## config.mk

```make
export PLATFORM = sky130hd
export DESIGN_NAME = aggregated_topk_popularity_tracker
export DESIGN_NICKNAME = d
export VERILOG_FILES = /design/src/rtl/atkp_pkg.sv /design/src/rtl/atkp_cell.sv /design/src/rtl/atkp_div.sv /design/src/rtl/aggregated_topk_popularity_tracker.sv
export VERILOG_INCLUDE_DIRS = /design/src /design/src/rtl
export SDC_FILE = /design/constraint.sdc
export NUM_CORES = 2
export LEC_CHECK = 0
export ABC_AREA = 1
export BUFFER_PORTS_ARGS = -buffer_cell sky130_fd_sc_hd__buf_2
export CORE_MARGIN = 2
export CORE_UTILIZATION = 30
export CTS_CLUSTER_SIZE = 10
export DETAILED_ROUTE_END_ITERATION = 7
export PLACE_DENSITY = 0.52
export SKIP_LAST_GASP = 1
export SLEW_MARGIN = 20
export SYNTH_ARGS = -nofsm -noshare
export SYNTH_HDL_FRONTEND = slang
export SYNTH_SLANG_ARGS = --single-unit
```

## constraint.sdc

```tcl
create_clock -name clk -period 11.03 [get_ports clk]
set_clock_uncertainty 0.05 [all_clocks]
set_input_delay 0.5515 -clock clk [delete_from_list [all_inputs] [get_ports clk]]
set_output_delay 0.5515 -clock clk [all_outputs]
set_load 0.03 [all_outputs]
```

## src/rtl/aggregated_topk_popularity_tracker_assert.svh

```systemverilog
// assertion macros for the top-k tracker
`ifndef AGGREGATED_TOPK_POPULARITY_TRACKER_ASSERT_SVH
`define AGGREGATED_TOPK_POPULARITY_TRACKER_ASSERT_SVH

// condition holds at every edge out of reset
`define ATKP_ASSERT_ALWAYS(lbl, cond, msg) \
	lbl: assert property (@(posedge clk) disable iff (!arst_n) (cond)) else $error(msg);

// antecedent now gives consequent in the next cycle
`define ATKP_ASSERT_NEXT(lbl, ante, cons, msg) \
	lbl: assert property (@(posedge clk) disable iff (!arst_n) (ante) |=> (cons)) else $error(msg);

`endif

```

## src/rtl/atkp_pkg.sv

```systemverilog
`default_nettype none
package atkp_pkg;
	localparam int DEF_NUM_SOURCES = 64;
	localparam int DEF_TOPK_MAX    = 8;
	localparam int DEF_VALUE_BITS  = 32;

	localparam int POS_W     = 4;
	localparam int SRC_W     = 6;
	localparam int LIMIT_W   = 4;
	localparam int SUM_OUT_W = 38;
	localparam int CNT_OUT_W = 7;
	localparam int TOPI_W    = 35;
	localparam int SIZE_W    = 32;
	localparam int POP_W     = 32;
	localparam int REQ_W     = 2;

	localparam logic [LIMIT_W-1:0] LIMIT_RESET = 4'd8;

	localparam logic [REQ_W-1:0] REQ_UPDATE = 2'd0;
	localparam logic [REQ_W-1:0] REQ_CLEAR  = 2'd1;
	localparam logic [REQ_W-1:0] REQ_QUERY  = 2'd2;

	typedef enum logic [1:0] {
		CELL_HOLD,
		CELL_DROP,
		CELL_INSERT
	} cell_op_t;

	typedef struct packed {
		cell_op_t         op;
		logic [POS_W-1:0] pos;
		logic [SRC_W-1:0] src;
	} cell_ctl_t;

	typedef enum logic [2:0] {
		ST_IDLE,
		ST_SCAN,
		ST_DIV,
		ST_APPLY,
		ST_OFFER,
		ST_INS,
		ST_DONE
	} state_t;
endpackage
`default_nettype wire

```

## src/rtl/atkp_cell.sv

```systemverilog
`default_nettype none
module atkp_cell #(
	parameter int IDX = 0,
	parameter int VW  = 32
) (
	input  wire logic                    clk,
	input  wire atkp_pkg::cell_ctl_t     ctl,
	input  wire logic [VW-1:0]           new_val,
	input  wire logic [atkp_pkg::SRC_W-1:0] left_src,
	input  wire logic [VW-1:0]           left_val,
	input  wire logic [atkp_pkg::SRC_W-1:0] right_src,
	input  wire logic [VW-1:0]           right_val,
	output logic      [atkp_pkg::SRC_W-1:0] src,
	output logic      [VW-1:0]           val
);
	import atkp_pkg::*;

	localparam logic [POS_W-1:0] MY_POS = POS_W'(IDX);

	logic [SRC_W-1:0] src_q;
	logic [VW-1:0]    val_q;

	always_ff @(posedge clk) begin
		unique case (ctl.op)
			CELL_DROP: begin
				if (MY_POS >= ctl.pos) begin
					src_q <= right_src;
					val_q <= right_val;
				end
			end
			CELL_INSERT: begin
				if (MY_POS > ctl.pos) begin
					src_q <= left_src;
					val_q <= left_val;
				end else if (MY_POS == ctl.pos) begin
					src_q <= ctl.src;
					val_q <= new_val;
				end
			end
			default: begin
			end
		endcase
	end

	assign src = src_q;
	assign val = val_q;
endmodule
`default_nettype wire

```

## src/rtl/atkp_div.sv

```systemverilog
`default_nettype none
module atkp_div #(
	parameter int NW = 38,
	parameter int DW = 7
) (
	input  wire logic          clk,
	input  wire logic          arst_n,
	input  wire logic          start,
	input  wire logic [NW-1:0] dividend,
	input  wire logic [DW-1:0] divisor,
	output logic               done,
	output logic      [NW-1:0] quotient
);
	import atkp_pkg::*;

	localparam int KW = $clog2(NW + 1);

	logic          busy_q;
	logic          done_q;
	logic [KW-1:0] cnt_q;
	logic [DW-1:0] rem_q;
	logic [NW-1:0] quo_q;
	logic [DW-1:0] div_q;
	logic [DW:0]   trial;
	logic          ge;

	assign trial = {rem_q, quo_q[NW-1]};
	assign ge    = trial >= {1'b0, div_q};

	always_ff @(posedge clk or negedge arst_n) begin
		if (!arst_n) begin
			busy_q <= 1'b0;
			done_q <= 1'b0;
			cnt_q  <= '0;
		end else begin
			done_q <= 1'b0;
			if (start) begin
				busy_q <= 1'b1;
				cnt_q  <= '0;
			end else if (busy_q) begin
				cnt_q <= cnt_q + 1'b1;
				if (cnt_q == KW'(NW - 1)) begin
					busy_q <= 1'b0;
					done_q <= 1'b1;
				end
			end
		end
	end

	always_ff @(posedge clk) begin
		if (start) begin
			rem_q <= '0;
			quo_q <= dividend;
			div_q <= divisor;
		end else if (busy_q) begin
			rem_q <= ge ? DW'(trial - {1'b0, div_q}) : trial[DW-1:0];
			quo_q <= {quo_q[NW-2:0], ge};
		end
	end

	assign done     = done_q;
	assign quotient = quo_q;
endmodule
`default_nettype wire

```

## src/rtl/aggregated_topk_popularity_tracker.sv

```systemverilog
`default_nettype none
// Popularity tracker for one object with a sorted top-k list held in a row of cells.
// One request is in work at a time. The list values are summed one cell per cycle
// at the start of each request. A clear of a present source then removes its entry.
// An update may remove the source's old entry, evict the minimum and insert, in that
// order. An update or clear of a present source that is off the list first runs the
// bit-serial divider that estimates its old value. A request is also held while the
// output register is stalled. The next request is taken while the previous response
// waits at the output register.
module aggregated_topk_popularity_tracker #(
	parameter int NUM_SOURCES = atkp_pkg::DEF_NUM_SOURCES,
	parameter int TOPK_MAX    = atkp_pkg::DEF_TOPK_MAX,
	parameter int VALUE_BITS  = atkp_pkg::DEF_VALUE_BITS
) (
	input  wire logic                              clk,
	input  wire logic                              arst_n,
	input  wire logic                              cfg_we,
	input  wire logic [atkp_pkg::LIMIT_W-1:0]      cfg_wdata,
	input  wire logic                              in_valid,
	output logic                                   in_stall,
	input  wire logic [atkp_pkg::REQ_W-1:0]        req_type,
	input  wire logic [atkp_pkg::SRC_W-1:0]        edge_index,
	input  wire logic [atkp_pkg::POP_W-1:0]        popularity,
	input  wire logic [atkp_pkg::SIZE_W-1:0]       obj_size,
	input  wire logic [atkp_pkg::LIMIT_W-1:0]      topi_count,
	output logic                                   out_valid,
	input  wire logic                              out_stall,
	output logic      [atkp_pkg::SUM_OUT_W-1:0]    sum_popularity,
	output logic      [atkp_pkg::CNT_OUT_W-1:0]    present_count,
	output logic      [atkp_pkg::LIMIT_W-1:0]      topk_length,
	output logic                                   all_clear,
	output logic                                   was_cleared,
	output logic      [atkp_pkg::TOPI_W-1:0]       topi_sum,
	output logic      [63:0]                       placement_mask,
	output logic      [atkp_pkg::SIZE_W-1:0]       obj_size_out
);
	import atkp_pkg::*;
	`include "aggregated_topk_popularity_tracker_assert.svh"

	localparam int VW   = VALUE_BITS;
	localparam int SUMW = VALUE_BITS + 6;
	localparam int LW   = $clog2(TOPK_MAX + 1);
	localparam int IW   = (TOPK_MAX > 1) ? $clog2(TOPK_MAX) : 1;
	localparam int CW   = $clog2(NUM_SOURCES + 1);
	localparam int PW   = $clog2(NUM_SOURCES);

	function automatic logic [SUMW-1:0] sat_add(input logic [SUMW-1:0] a,
		input logic [SUMW-1:0] b);
		logic [SUMW:0] s;
		s = {1'b0, a} + {1'b0, b};
		return s[SUMW] ? {SUMW{1'b1}} : s[SUMW-1:0];
	endfunction

	function automatic logic [SUMW-1:0] clamp_sub(input logic [SUMW-1:0] a,
		input logic [SUMW-1:0] b);
		return (a > b) ? a - b : '0;
	endfunction

	state_t state_q, state_d;

	logic [LIMIT_W-1:0]     limit_q;
	logic [NUM_SOURCES-1:0] present_q;
	logic [CW-1:0]          count_q;
	logic [SUMW-1:0]        rs_q;
	logic [LW-1:0]          len_q;
	logic [SIZE_W-1:0]      size_q;
	logic                   out_valid_q;

	logic [REQ_W-1:0]  req_q;
	logic [SRC_W-1:0]  idx_q;
	logic [VW-1:0]     vnew_q;
	logic [SIZE_W-1:0] osz_q;
	logic [LIMIT_W-1:0] ti_q;
	logic              ok_q;
	logic [LW-1:0]     cnt_q;
	logic [SUMW-1:0]   acc_q;
	logic [63:0]       mask_q;
	logic [SUMW-1:0]   old_q;
	logic              cleared_q;

	logic [SUM_OUT_W-1:0] o_sum_q;
	logic [CNT_OUT_W-1:0] o_cnt_q;
	logic [LIMIT_W-1:0]   o_len_q;
	logic                 o_clr_q;
	logic                 o_wc_q;
	logic [TOPI_W-1:0]    o_topi_q;
	logic [63:0]          o_mask_q;
	logic [SIZE_W-1:0]    o_size_q;

	logic [SRC_W-1:0] cell_src [TOPK_MAX];
	logic [VW-1:0]    cell_val [TOPK_MAX];
	cell_ctl_t        ctl;

	logic              is_upd, is_clr, is_qry, pres, touch, fresh;
	logic              scan_end, den_zero, full, reject, out_go, scan_add;
	logic              hit_any, sorted_ok;
	logic [IW-1:0]     hit_pos;
	logic [LW-1:0]     ins_pos, lim, ti_eff, lo;
	logic [CW-1:0]     den;
	logic [IW-1:0]     rd_idx;
	logic              div_start, div_done;
	logic [SUMW-1:0]   div_quo;

	// row of list cells
	for (genvar g = 0; g < TOPK_MAX; g++) begin : g_cell
		localparam int LFT = (g == 0) ? 0 : g - 1;
		localparam int RGT = (g == TOPK_MAX - 1) ? g : g + 1;
		atkp_cell #(.IDX(g), .VW(VW)) u_cell (
			.clk       (clk),
			.ctl       (ctl),
			.new_val   (vnew_q),
			.left_src  (cell_src[LFT]),
			.left_val  (cell_val[LFT]),
			.right_src (cell_src[RGT]),
			.right_val (cell_val[RGT]),
			.src       (cell_src[g]),
			.val       (cell_val[g])
		);
	end

	atkp_div #(.NW(SUMW), .DW(CW)) u_div (
		.clk      (clk),
		.arst_n   (arst_n),
		.start    (div_start),
		.dividend (clamp_sub(rs_q, acc_q)),
		.divisor  (den),
		.done     (div_done),
		.quotient (div_quo)
	);

	assign is_upd   = req_q == REQ_UPDATE;
	assign is_clr   = req_q == REQ_CLEAR;
	assign is_qry   = req_q == REQ_QUERY;
	assign pres     = ok_q && present_q[idx_q[PW-1:0]];
	assign touch    = (is_upd || is_clr) && pres;
	assign fresh    = is_upd && ok_q && !pres;
	assign scan_end = cnt_q == len_q;
	assign den_zero = !(8'(count_q) > 8'(len_q));
	assign den      = CW'(8'(count_q) - 8'(len_q));
	assign rd_idx   = cnt_q[IW-1:0];

	always_comb begin
		if (limit_q == '0)
			lim = LW'(1);
		else if (8'(limit_q) > 8'(TOPK_MAX))
			lim = LW'(TOPK_MAX);
		else
			lim = LW'(limit_q);
	end

	assign full     = len_q >= lim;
	assign reject   = (len_q == '0) || (vnew_q <= cell_val[0]);
	assign ti_eff   = (8'(ti_q) > 8'(len_q)) ? len_q : LW'(ti_q);
	assign lo       = len_q - ti_eff;
	assign scan_add = !is_qry || (cnt_q >= lo);
	assign out_go   = !out_valid_q || !out_stall;

	// first matching entry and insertion point
	always_comb begin
		hit_any   = 1'b0;
		hit_pos   = '0;
		ins_pos   = len_q;
		sorted_ok = 1'b1;
		for (int p = TOPK_MAX - 1; p >= 0; p--) begin
			if (LW'(p) < len_q && cell_src[p] == idx_q) begin
				hit_any = 1'b1;
				hit_pos = IW'(p);
			end
			if (LW'(p) < len_q && cell_val[p] > vnew_q)
				ins_pos = LW'(p);
		end
		for (int p = 1; p < TOPK_MAX; p++) begin
			if (LW'(p) < len_q && cell_val[p-1] > cell_val[p])
				sorted_ok = 1'b0;
		end
	end

	always_comb begin
		state_d = state_q;
		unique case (state_q)
			ST_IDLE: begin
				if (in_valid)
					state_d = ST_SCAN;
			end
			ST_SCAN: begin
				if (scan_end) begin
					if (fresh)
						state_d = ST_OFFER;
					else if (touch)
						state_d = (hit_any || den_zero) ? ST_APPLY : ST_DIV;
					else
						state_d = ST_DONE;
				end
			end
			ST_DIV: begin
				if (div_done)
					state_d = ST_APPLY;
			end
			ST_APPLY: state_d = is_upd ? ST_OFFER : ST_DONE;
			ST_OFFER: state_d = (full && reject) ? ST_DONE : ST_INS;
			ST_INS:   state_d = ST_DONE;
			ST_DONE: begin
				if (out_go)
					state_d = ST_IDLE;
			end
			default: state_d = ST_IDLE;
		endcase
	end

	always_comb begin
		ctl.op    = CELL_HOLD;
		ctl.pos   = '0;
		ctl.src   = idx_q;
		in_stall  = state_q != ST_IDLE;
		div_start = (state_q == ST_SCAN) && scan_end && touch && !hit_any && !den_zero;
		unique case (state_q)
			ST_APPLY: begin
				if (hit_any) begin
					ctl.op  = CELL_DROP;
					ctl.pos = POS_W'(hit_pos);
				end
			end
			ST_OFFER: begin
				if (full && !reject)
					ctl.op = CELL_DROP;
			end
			ST_INS: begin
				if (8'(len_q) < 8'(TOPK_MAX)) begin
					ctl.op  = CELL_INSERT;
					ctl.pos = POS_W'(ins_pos);
				end
			end
			default: begin
			end
		endcase
	end

	always_ff @(posedge clk or negedge arst_n) begin
		if (!arst_n) begin
			state_q     <= ST_IDLE;
			limit_q     <= LIMIT_RESET;
			present_q   <= '0;
			count_q     <= '0;
			rs_q        <= '0;
			len_q       <= '0;
			size_q      <= '0;
			out_valid_q <= 1'b0;
		end else begin
			state_q <= state_d;
			if (cfg_we)
				limit_q <= cfg_wdata;
			out_valid_q <= (state_q == ST_DONE && out_go) || (out_valid_q && out_stall);
			unique case (state_q)
				ST_SCAN: begin
					if (scan_end) begin
						if (is_upd && ok_q)
							size_q <= osz_q;
						if (fresh) begin
							rs_q                       <= sat_add(rs_q, SUMW'(vnew_q));
							present_q[idx_q[PW-1:0]]   <= 1'b1;
							count_q                    <= count_q + 1'b1;
						end
					end
				end
				ST_APPLY: begin
					if (is_upd) begin
						rs_q <= clamp_sub(sat_add(rs_q, SUMW'(vnew_q)), old_q);
					end else begin
						rs_q                     <= clamp_sub(rs_q, old_q);
						present_q[idx_q[PW-1:0]] <= 1'b0;
						count_q                  <= count_q - 1'b1;
					end
					if (hit_any)
						len_q <= len_q - 1'b1;
				end
				ST_OFFER: begin
					if (full && !reject)
						len_q <= len_q - 1'b1;
				end
				ST_INS: begin
					if (8'(len_q) < 8'(TOPK_MAX))
						len_q <= len_q + 1'b1;
				end
				default: begin
				end
			endcase
		end
	end

	always_ff @(posedge clk) begin
		unique case (state_q)
			ST_IDLE: begin
				req_q     <= req_type;
				idx_q     <= edge_index;
				vnew_q    <= VW'(popularity);
				osz_q     <= obj_size;
				ti_q      <= topi_count;
				ok_q      <= 7'(edge_index) < 7'(NUM_SOURCES);
				cnt_q     <= '0;
				acc_q     <= '0;
				mask_q    <= '0;
				cleared_q <= 1'b0;
			end
			ST_SCAN: begin
				if (!scan_end) begin
					cnt_q <= cnt_q + 1'b1;
					if (scan_add)
						acc_q <= sat_add(acc_q, SUMW'(cell_val[rd_idx]));
					if (is_qry && scan_add)
						mask_q[cell_src[rd_idx]] <= 1'b1;
				end else if (touch) begin
					old_q <= hit_any ? SUMW'(cell_val[hit_pos]) : '0;
				end
			end
			ST_DIV: begin
				if (div_done)
					old_q <= div_quo;
			end
			ST_APPLY: begin
				if (is_clr)
					cleared_q <= 1'b1;
			end
			ST_DONE: begin
				if (out_go) begin
					o_sum_q  <= SUM_OUT_W'(rs_q);
					o_cnt_q  <= CNT_OUT_W'(count_q);
					o_len_q  <= LIMIT_W'(len_q);
					o_clr_q  <= count_q == '0;
					o_wc_q   <= cleared_q;
					o_topi_q <= is_qry ? TOPI_W'(acc_q) : '0;
					o_mask_q <= mask_q;
					o_size_q <= size_q;
				end
			end
			default: begin
			end
		endcase
	end

	assign out_valid       = out_valid_q;
	assign sum_popularity  = o_sum_q;
	assign present_count   = o_cnt_q;
	assign topk_length     = o_len_q;
	assign all_clear       = o_clr_q;
	assign was_cleared     = o_wc_q;
	assign topi_sum        = o_topi_q;
	assign placement_mask  = o_mask_q;
	assign obj_size_out    = o_size_q;

	`ATKP_ASSERT_ALWAYS(a_len_bound, 8'(len_q) <= 8'(TOPK_MAX), "list longer than its cells")
	`ATKP_ASSERT_ALWAYS(a_count_bits, count_q == CW'($countones(present_q)), "count off bitmap")
	`ATKP_ASSERT_ALWAYS(a_sorted, sorted_ok, "list out of ascending order")
	`ATKP_ASSERT_NEXT(a_resp_load, state_q == ST_DONE && out_go, out_valid_q, "response lost")
endmodule
`default_nettype wire

```

### After elaboration in Yosys (flattened, before gate mapping)

Cells that the tools add are included.

* add/subtract/negate cells: 14
* multipliers: 0
* div/mod/pow operators: 0
* magnitude comparators: 48
* equality and inequality tests: 56
* shifts and indexed selects: 0
* mux-type cells: 164
* bitwise logic cells: 6
* reductions and logical operators: 76

Operator list (count)
* $mux 32: 28
* $mux 38: 15
* $pmux 32 s2: 7
* $mux 64: 5
* $gt 32x32->1: 8
* $pmux 64 s2: 2
* $pmux 38 s2: 3
* $bmux 32 s3: 2
* $mux 6: 28
* $or 64x64->64: 2
* $gt 38x38->1: 3
* $sub 38x38->38: 3
* $pmux 6 s2: 7
* $add 38x32->39: 2
* $and 64x64->64: 1
* $not 64->64: 1
* $mux 4: 15
* $eq 6x6->1: 8
* $mux 3: 14
* $le 32x32->1: 1
* $reduce_and 3->1: 10
* $logic_and 1x1->1: 29
* $mux 7: 4
* $ne 2x2->1 const B: 13
* 61 further kinds: 153

* flip-flop bits (word level): 920
* latch bits: 0
* memory bits (writable): 0
* ROM bits: 0
* input bits: 85
* output and inout port bits: 184
* word-level logic and storage cells: 412
* memories: 0

### Depth between registers and ports, before layout

* word-level depth: 18
* mapped depth: 32
* gate-level depth less buffers: 30

### Cells and area by module

Synthesis repeated with hierarchy kept, for this count alone.

* cells, all modules: 9198
* area, all modules: 68368.1 um^2

By module, submodules not included
* aggregated_topk_popularity_tracker: instances 1, cells an instance 6359, area each 46793.6 um^2
* atkp_div: instances 1, cells an instance 328, area each 2904.0 um^2
* atkp_cell at g_cell[1].u_cell: instances 1, cells an instance 338, area each 2458.6 um^2
* atkp_cell at g_cell[6].u_cell: instances 1, cells an instance 334, area each 2452.4 um^2
* atkp_cell at g_cell[5].u_cell: instances 1, cells an instance 338, area each 2431.1 um^2
* atkp_cell at g_cell[7].u_cell: instances 1, cells an instance 332, area each 2419.8 um^2
* atkp_cell at g_cell[2].u_cell: instances 1, cells an instance 334, area each 2408.6 um^2
* atkp_cell at g_cell[3].u_cell: instances 1, cells an instance 332, area each 2401.1 um^2
* atkp_cell at g_cell[4].u_cell: instances 1, cells an instance 332, area each 2366.0 um^2
* atkp_cell at g_cell[0].u_cell: instances 1, cells an instance 171, area each 1732.9 um^2

### Worst setup path before layout

OpenSTA, ideal clock, no wires.

* path type: register -> register
* from: register state_q[2]
* to: register o_clr_q (netlist: all_clear), enable pin
* setup time: 0.726 ns
* arrival: 8.266 ns
* data required time: 10.254 ns
* setup slack: 1.988 ns
* stages on the path, launching flop included: 5
* path buffers: 0
* clock period less this slack: 9.042 ns
* cells stage by stage: dfrtp_1 > inv_1 > nor3_1 > inv_1 > nor2_1

* longest elaborated chain between the ends: 2

Ends and longest elaborated chain
* start: declaration: line aggregated_topk_popularity_tracker.sv:59 `state_t state_q, state_d;`
* start signal: assignment: line aggregated_topk_popularity_tracker.sv:249 `state_q <= state_d;`
* $eq 3x3->1: line aggregated_topk_popularity_tracker.sv:291 `unique case (state_q)`
* $reduce_and 2->1 (no line)
* end signal: assignment: line aggregated_topk_popularity_tracker.sv:328 `o_clr_q <= count_q == '0;`
* end: declaration: line aggregated_topk_popularity_tracker.sv:84 `logic o_clr_q;`

No other way between the ends.
A chain may end at the register's enable or synchronous reset.

### Worst setup path after layout

* from: register vnew_q[11]
* to: register rs_q[8]

* longest elaborated chain between the ends: 6
* elaborated cells between the ends (all ways): 9
* classes of those cells: add/sub: 2; order compare: 1; mux: 6

Ends and longest elaborated chain
* start: declaration: line aggregated_topk_popularity_tracker.sv:71 `logic [VW-1:0] vnew_q;`
* start signal: assignment: line aggregated_topk_popularity_tracker.sv:295 `vnew_q <= VW'(popularity);`
* $add 38x32->39 (*): line aggregated_topk_popularity_tracker.sv:50 `s = {1'b0, a} + {1'b0, b};`
* $mux 38 (*): line aggregated_topk_popularity_tracker.sv:51 `return s[SUMW] ? {SUMW{1'b1}} : s[SUMW-1:0];`
* $sub 38x38->38 / $gt 38x38->1 (equally long branches): line aggregated_topk_popularity_tracker.sv:56 `return (a > b) ? a - b : '0;`
* $mux 38: line aggregated_topk_popularity_tracker.sv:56
* $mux 38: line aggregated_topk_popularity_tracker.sv:266 `if (is_upd) begin`
* $pmux 38 s2 (*): line aggregated_topk_popularity_tracker.sv:253 `unique case (state_q)`
* end signal: assignment: line aggregated_topk_popularity_tracker.sv:259 `rs_q <= sat_add(rs_q, SUMW'(vnew_q));`
* end signal: assignment: line aggregated_topk_popularity_tracker.sv:267 `rs_q <= clamp_sub(sat_add(rs_q, SUMW'(vnew_q)), old_q);`
* end signal: assignment: line aggregated_topk_popularity_tracker.sv:269 `rs_q <= clamp_sub(rs_q, old_q);`
* end: declaration: line aggregated_topk_popularity_tracker.sv:64 `logic [SUMW-1:0] rs_q;`

Every way passes the cells marked *; elsewhere a longest branch is shown, timed or not. The select of a mux whose other input is x is not followed.

==> summary.md <==
• **number of maximum-capacitance violations** 0
• **shortest clock period the worst path allows after layout** 7.22 ns
• **fraction of synthesized cell area taken by the top area cell type** 36.3%
• **layout cell share with drive strength beyond 1** 8.58%
• **final setup fails** 0
• **Die ar.** 211000 um2
• **detailed-route via count** 57700
• **final number of max-transition violations** 0
• **core footprint** 207000 um2
• **cell type with the largest total area after synthesis** sky130_fd_sc_hd__edfxtp_1
• **setup repair after global routing missed its margin** false
• **final period utilization** 65.5%
• **starting density of the core** 30.1%
• **count of nets left with antenna violations after detail routing** 0
• **Detail Placement HPWL** 191000 um
• **pin count of the biggest net entering global routing** 186
• **count of buffers from port buffering** 268
• **power density over the cells** 353 nW/um2
• **CTS tree** done
• **number of warnings printed during yosys synthesis** 0
• **drt drc** 0
• **growth of design area from synthesis to finish** 14.3%
• **Area contributors post-synth** sky130_fd_sc_hd__edfxtp_1 (36%), sky130_fd_sc_hd__nand2_1 (10%), sky130_fd_sc_hd__ha_1 (9.5%)
• **combined global-route utilization of all metal layers** 24.3%
• **Routed WL per cell** 25.2 um
• **cell with the biggest individual delay on the critical path** sky130_fd_sc_hd__nor4_1
• **Final Hold Fails** 0
• **number of violations reported at the end of detailed-routing iteration 0** 6519
• **NumNets Final** 8272
• **total clock sinks** 920
• **Tot Pwr** 25.1 mW
• **Synth cell types** 75
• **clock latency at the later pin of the worst-skew pair** 0.85 ns
• **Pre-Repair DR Iteration Count** 8
• **worst vdd rail ir drop** 0.169 mV
• **CTS root buffer** sky130_fd_sc_hd__clkbuf_16
• **number of clock buffers inserted by TritonCTS** 119
• **number of global-route vias before repair** 55400
• **gr ovfl total** 0
• **crit-path most repeated cell** sky130_fd_sc_hd__nand2_1
• **synthesized netlist cell count** 7485
• **placed cell area** 66200 um2
• **maximum count of clock buffers along a single path** 3
• **outcome** complete, no violations
• **Startpoint Class** flop
• **required time at the worst-slack endpoint** 11.69 ns
• **number of cells in the finished layout apart from fillers** 10500
• **clock transition at the registers of the reported paths** 0.06 ns
• **number of placed cells counting well taps** 10200
• **post-route worst hold slack** 0.0559 ns
• **fraction of registers with async set/reset** 17.5%
• **chip width** 459 um
• **critical path's largest stage delay** 0.80 ns
• **worst path buffer plus inverter count** 5
• **mean instance size in the synthesized netlist** 8.31 um2
• **most frequent standard cell in the layout excluding fill and tap cells** sky130_fd_sc_hd__nand2_1
• **Synthesized Nets** 8052
• **top-level I/O count** 269
• **total wirelength of the detailed-routed design** 265000 um
• **commonest non-fill, non-tap cells in the layout** sky130_fd_sc_hd__nand2_1 (1713), sky130_fd_sc_hd__edfxtp_1 (752), sky130_fd_sc_hd__inv_1 (715)
• **Primary FF master, synth** sky130_fd_sc_hd__edfxtp_1
• **Final Wtd Congestion** 0.995
• **height of the chip** 459 um
• **worst-margin pin slew** 1.27 ns
• **num rows** 167
• **number of synthesized flops with an enable pin** 752
• **path type of the worst min-delay path** primary input to flop
• **Fmax** 0.138 GHz
• **count of filler cells inserted in the layout** 21400
• **sequential fraction of the synthesis area** 43.0%
• **kind of cell adding the most delay to the critical path** simple AND/OR/NAND/NOR gates
• **Worst Setup Path Type** flop to flop
• **final sum of negative setup slack** 0 ns
• **H-tree lvl count** 3
• **leak pwr** 30.3 nW
• **number of synthesized register bits** 920
• **CP Max Fanout** 29
• **post-detailed-route via-to-cell ratio** 5.49
• **number of antenna violations at the first check in global routing** 7
• **arrival time worst endpoint** 7.89 ns
• **endpoint kind of the worst setup timing path** flop
• **area of the mapped netlist** 62200 um2
• **Rel. slew slack** 14.6%
• **number of setup buffers added after CTS** 0
• **global-route wire length before repair** 381000 um
• **final cell area excluding filler cells** 71100 um2
-- where the power goes --
| part | internal, mW | total (mW) | switching (mW) |
|---|---|---|---|
| logic | 4.46 | 14.8 | 10.3 |
| registers | 5.23 | 6.24 | 1.01 |
| clock network | 2.36 | 4.08 | 1.72 |
| total | 12.1 | 25.1 | 13.0 |
-- cell families (layout without fill, tap and decap cells) --
family / Yosys count / in the layout / synth area share [%]
and+or+nand+nor: 2952 / 2952 / 20.0
AOI/OAI and AO/OA: 1829 / 1829 / 16.8
buffers and inverters: 1076 / 1400 / 7.06
DFF: 920 / 920 / 43.0
adders and majority gates: 482 / 482 / 9.80
xor gates and xnor gates: 194 / 194 / 2.73
muxes: 32 / 32 / 0.579
other: 0 / 2 / 0
-- cell usage after synthesis, types with 5 or more instances --
| library cell | n |
|---|---|
| sky130_fd_sc_hd__o21ai_0 | 643 |
| sky130_fd_sc_hd__o21ai_1 | 15 |
| sky130_fd_sc_hd__a21o_1 | 19 |
| sky130_fd_sc_hd__xor2_1 | 107 |
| sky130_fd_sc_hd__a31oi_1 | 73 |
| sky130_fd_sc_hd__dfxtp_1 | 7 |
| sky130_fd_sc_hd__and3_1 | 6 |
| sky130_fd_sc_hd__nand3_1 | 456 |
| sky130_fd_sc_hd__fa_1 | 9 |
| sky130_fd_sc_hd__inv_1 | 721 |
| sky130_fd_sc_hd__mux2_2 | 32 |
| sky130_fd_sc_hd__ha_1 | 473 |
| sky130_fd_sc_hd__buf_1 | 21 |
| sky130_fd_sc_hd__buf_4 | 19 |
| sky130_fd_sc_hd__o21bai_1 | 16 |
| sky130_fd_sc_hd__nand2_1 | 1718 |
| sky130_fd_sc_hd__o31ai_1 | 21 |
| sky130_fd_sc_hd__a22oi_1 | 53 |
| sky130_fd_sc_hd__o2111ai_1 | 6 |
| sky130_fd_sc_hd__buf_2 | 72 |
| sky130_fd_sc_hd__clkbuf_1 | 197 |
| sky130_fd_sc_hd__inv_2 | 15 |
| sky130_fd_sc_hd__buf_6 | 25 |
| sky130_fd_sc_hd__a21boi_0 | 16 |
| sky130_fd_sc_hd__edfxtp_1 | 752 |
| sky130_fd_sc_hd__a221oi_1 | 37 |
| sky130_fd_sc_hd__or2_2 | 27 |
| sky130_fd_sc_hd__nand3b_1 | 8 |
| sky130_fd_sc_hd__nor3_1 | 51 |
| sky130_fd_sc_hd__o22ai_1 | 28 |
| sky130_fd_sc_hd__o221ai_1 | 41 |
| sky130_fd_sc_hd__o21a_1 | 27 |
| sky130_fd_sc_hd__dfrtp_1 | 160 |
| sky130_fd_sc_hd__nor3_2 | 8 |
| sky130_fd_sc_hd__nor4_1 | 25 |
| sky130_fd_sc_hd__nor2_1 | 487 |
| sky130_fd_sc_hd__a211oi_1 | 5 |
| sky130_fd_sc_hd__o211ai_1 | 116 |
| sky130_fd_sc_hd__a21oi_1 | 684 |
| sky130_fd_sc_hd__nand4_1 | 133 |
| sky130_fd_sc_hd__nand2_2 | 5 |
| sky130_fd_sc_hd__o31ai_2 | 10 |
| sky130_fd_sc_hd__xnor2_1 | 87 |
-- state kept, by name, summed over array words and instances, names as in the netlist, 6 cells and up, named ones only --
signal,count
g_cell.u_cell.val,256
mask_q,64
placement_mask,64
g_cell.u_cell.src,48
acc_q,38
old_q,38
rs_q,38
sum_popularity,38
u_div.quotient,38
topi_sum,35
obj_size_out,32
osz_q,32
size_q,32
vnew_q,32
count_q,7
present_count,7
u_div.div_q,7
u_div.rem_q,7
idx_q,6
u_div.cnt_q,6
-- path summary, 6_finish.rpt --
kind / cells after the start / to / slack (ns) / from
setup / recovery: 25 / rs_q[8] / 3.81 / vnew_q[11]
hold / removal: 2 / limit_q[2] / 0.06 / cfg_we
setup reg to reg: 25 / rs_q[8] / 3.81 / vnew_q[11]
hold reg to reg: 0 / obj_size_out[25] / 0.39 / size_q[25]
max in group asynchronous: 3 / rs_q[1] / 9.36 / arst_n
min in group asynchronous: 2 / len_q[1] / 0.29 / arst_n
-- final cells by class --
type	count	area (um2)	area share [%]
diodes	2	5.00	0.00704
clock buffers	186	3370	4.74
clock inverters	39	661	0.929
inverters	742	2800	3.94
multi-input cells	5489	31300	44.0
flip-flops and latches	920	26800	37.6
well taps	2704	3380	4.76
repair buffers	433	2850	4.02
-- through the flow --
stage	setup slack, ns	util [%]
global route	3.54	34.4
global placement	4.06	32.0
floorplan	1.99	-
finish	3.81	34.4
detailed placement	4.00	32.0
CTS	3.97	34.4
-- layer usage --
layer / share of wire, % / GRT usage, % / vias to the layer above
li1: - / - / 26600
met1: 42 / 32.2 / 28100
met2: 46 / 39.2 / 2534
met3: 7.6 / 3.93 / 458
met4: 4.5 / 10.3 / 2
met5: 0.0049 / 0 / -
-- what timing repair did --
item                      in CTS  in global routing
hold endpoints to repair     141                  0
hold buffers                  86                  0
gates resized for setup        0                  0
No activity file was read; power rests on OpenSTA's default activity.
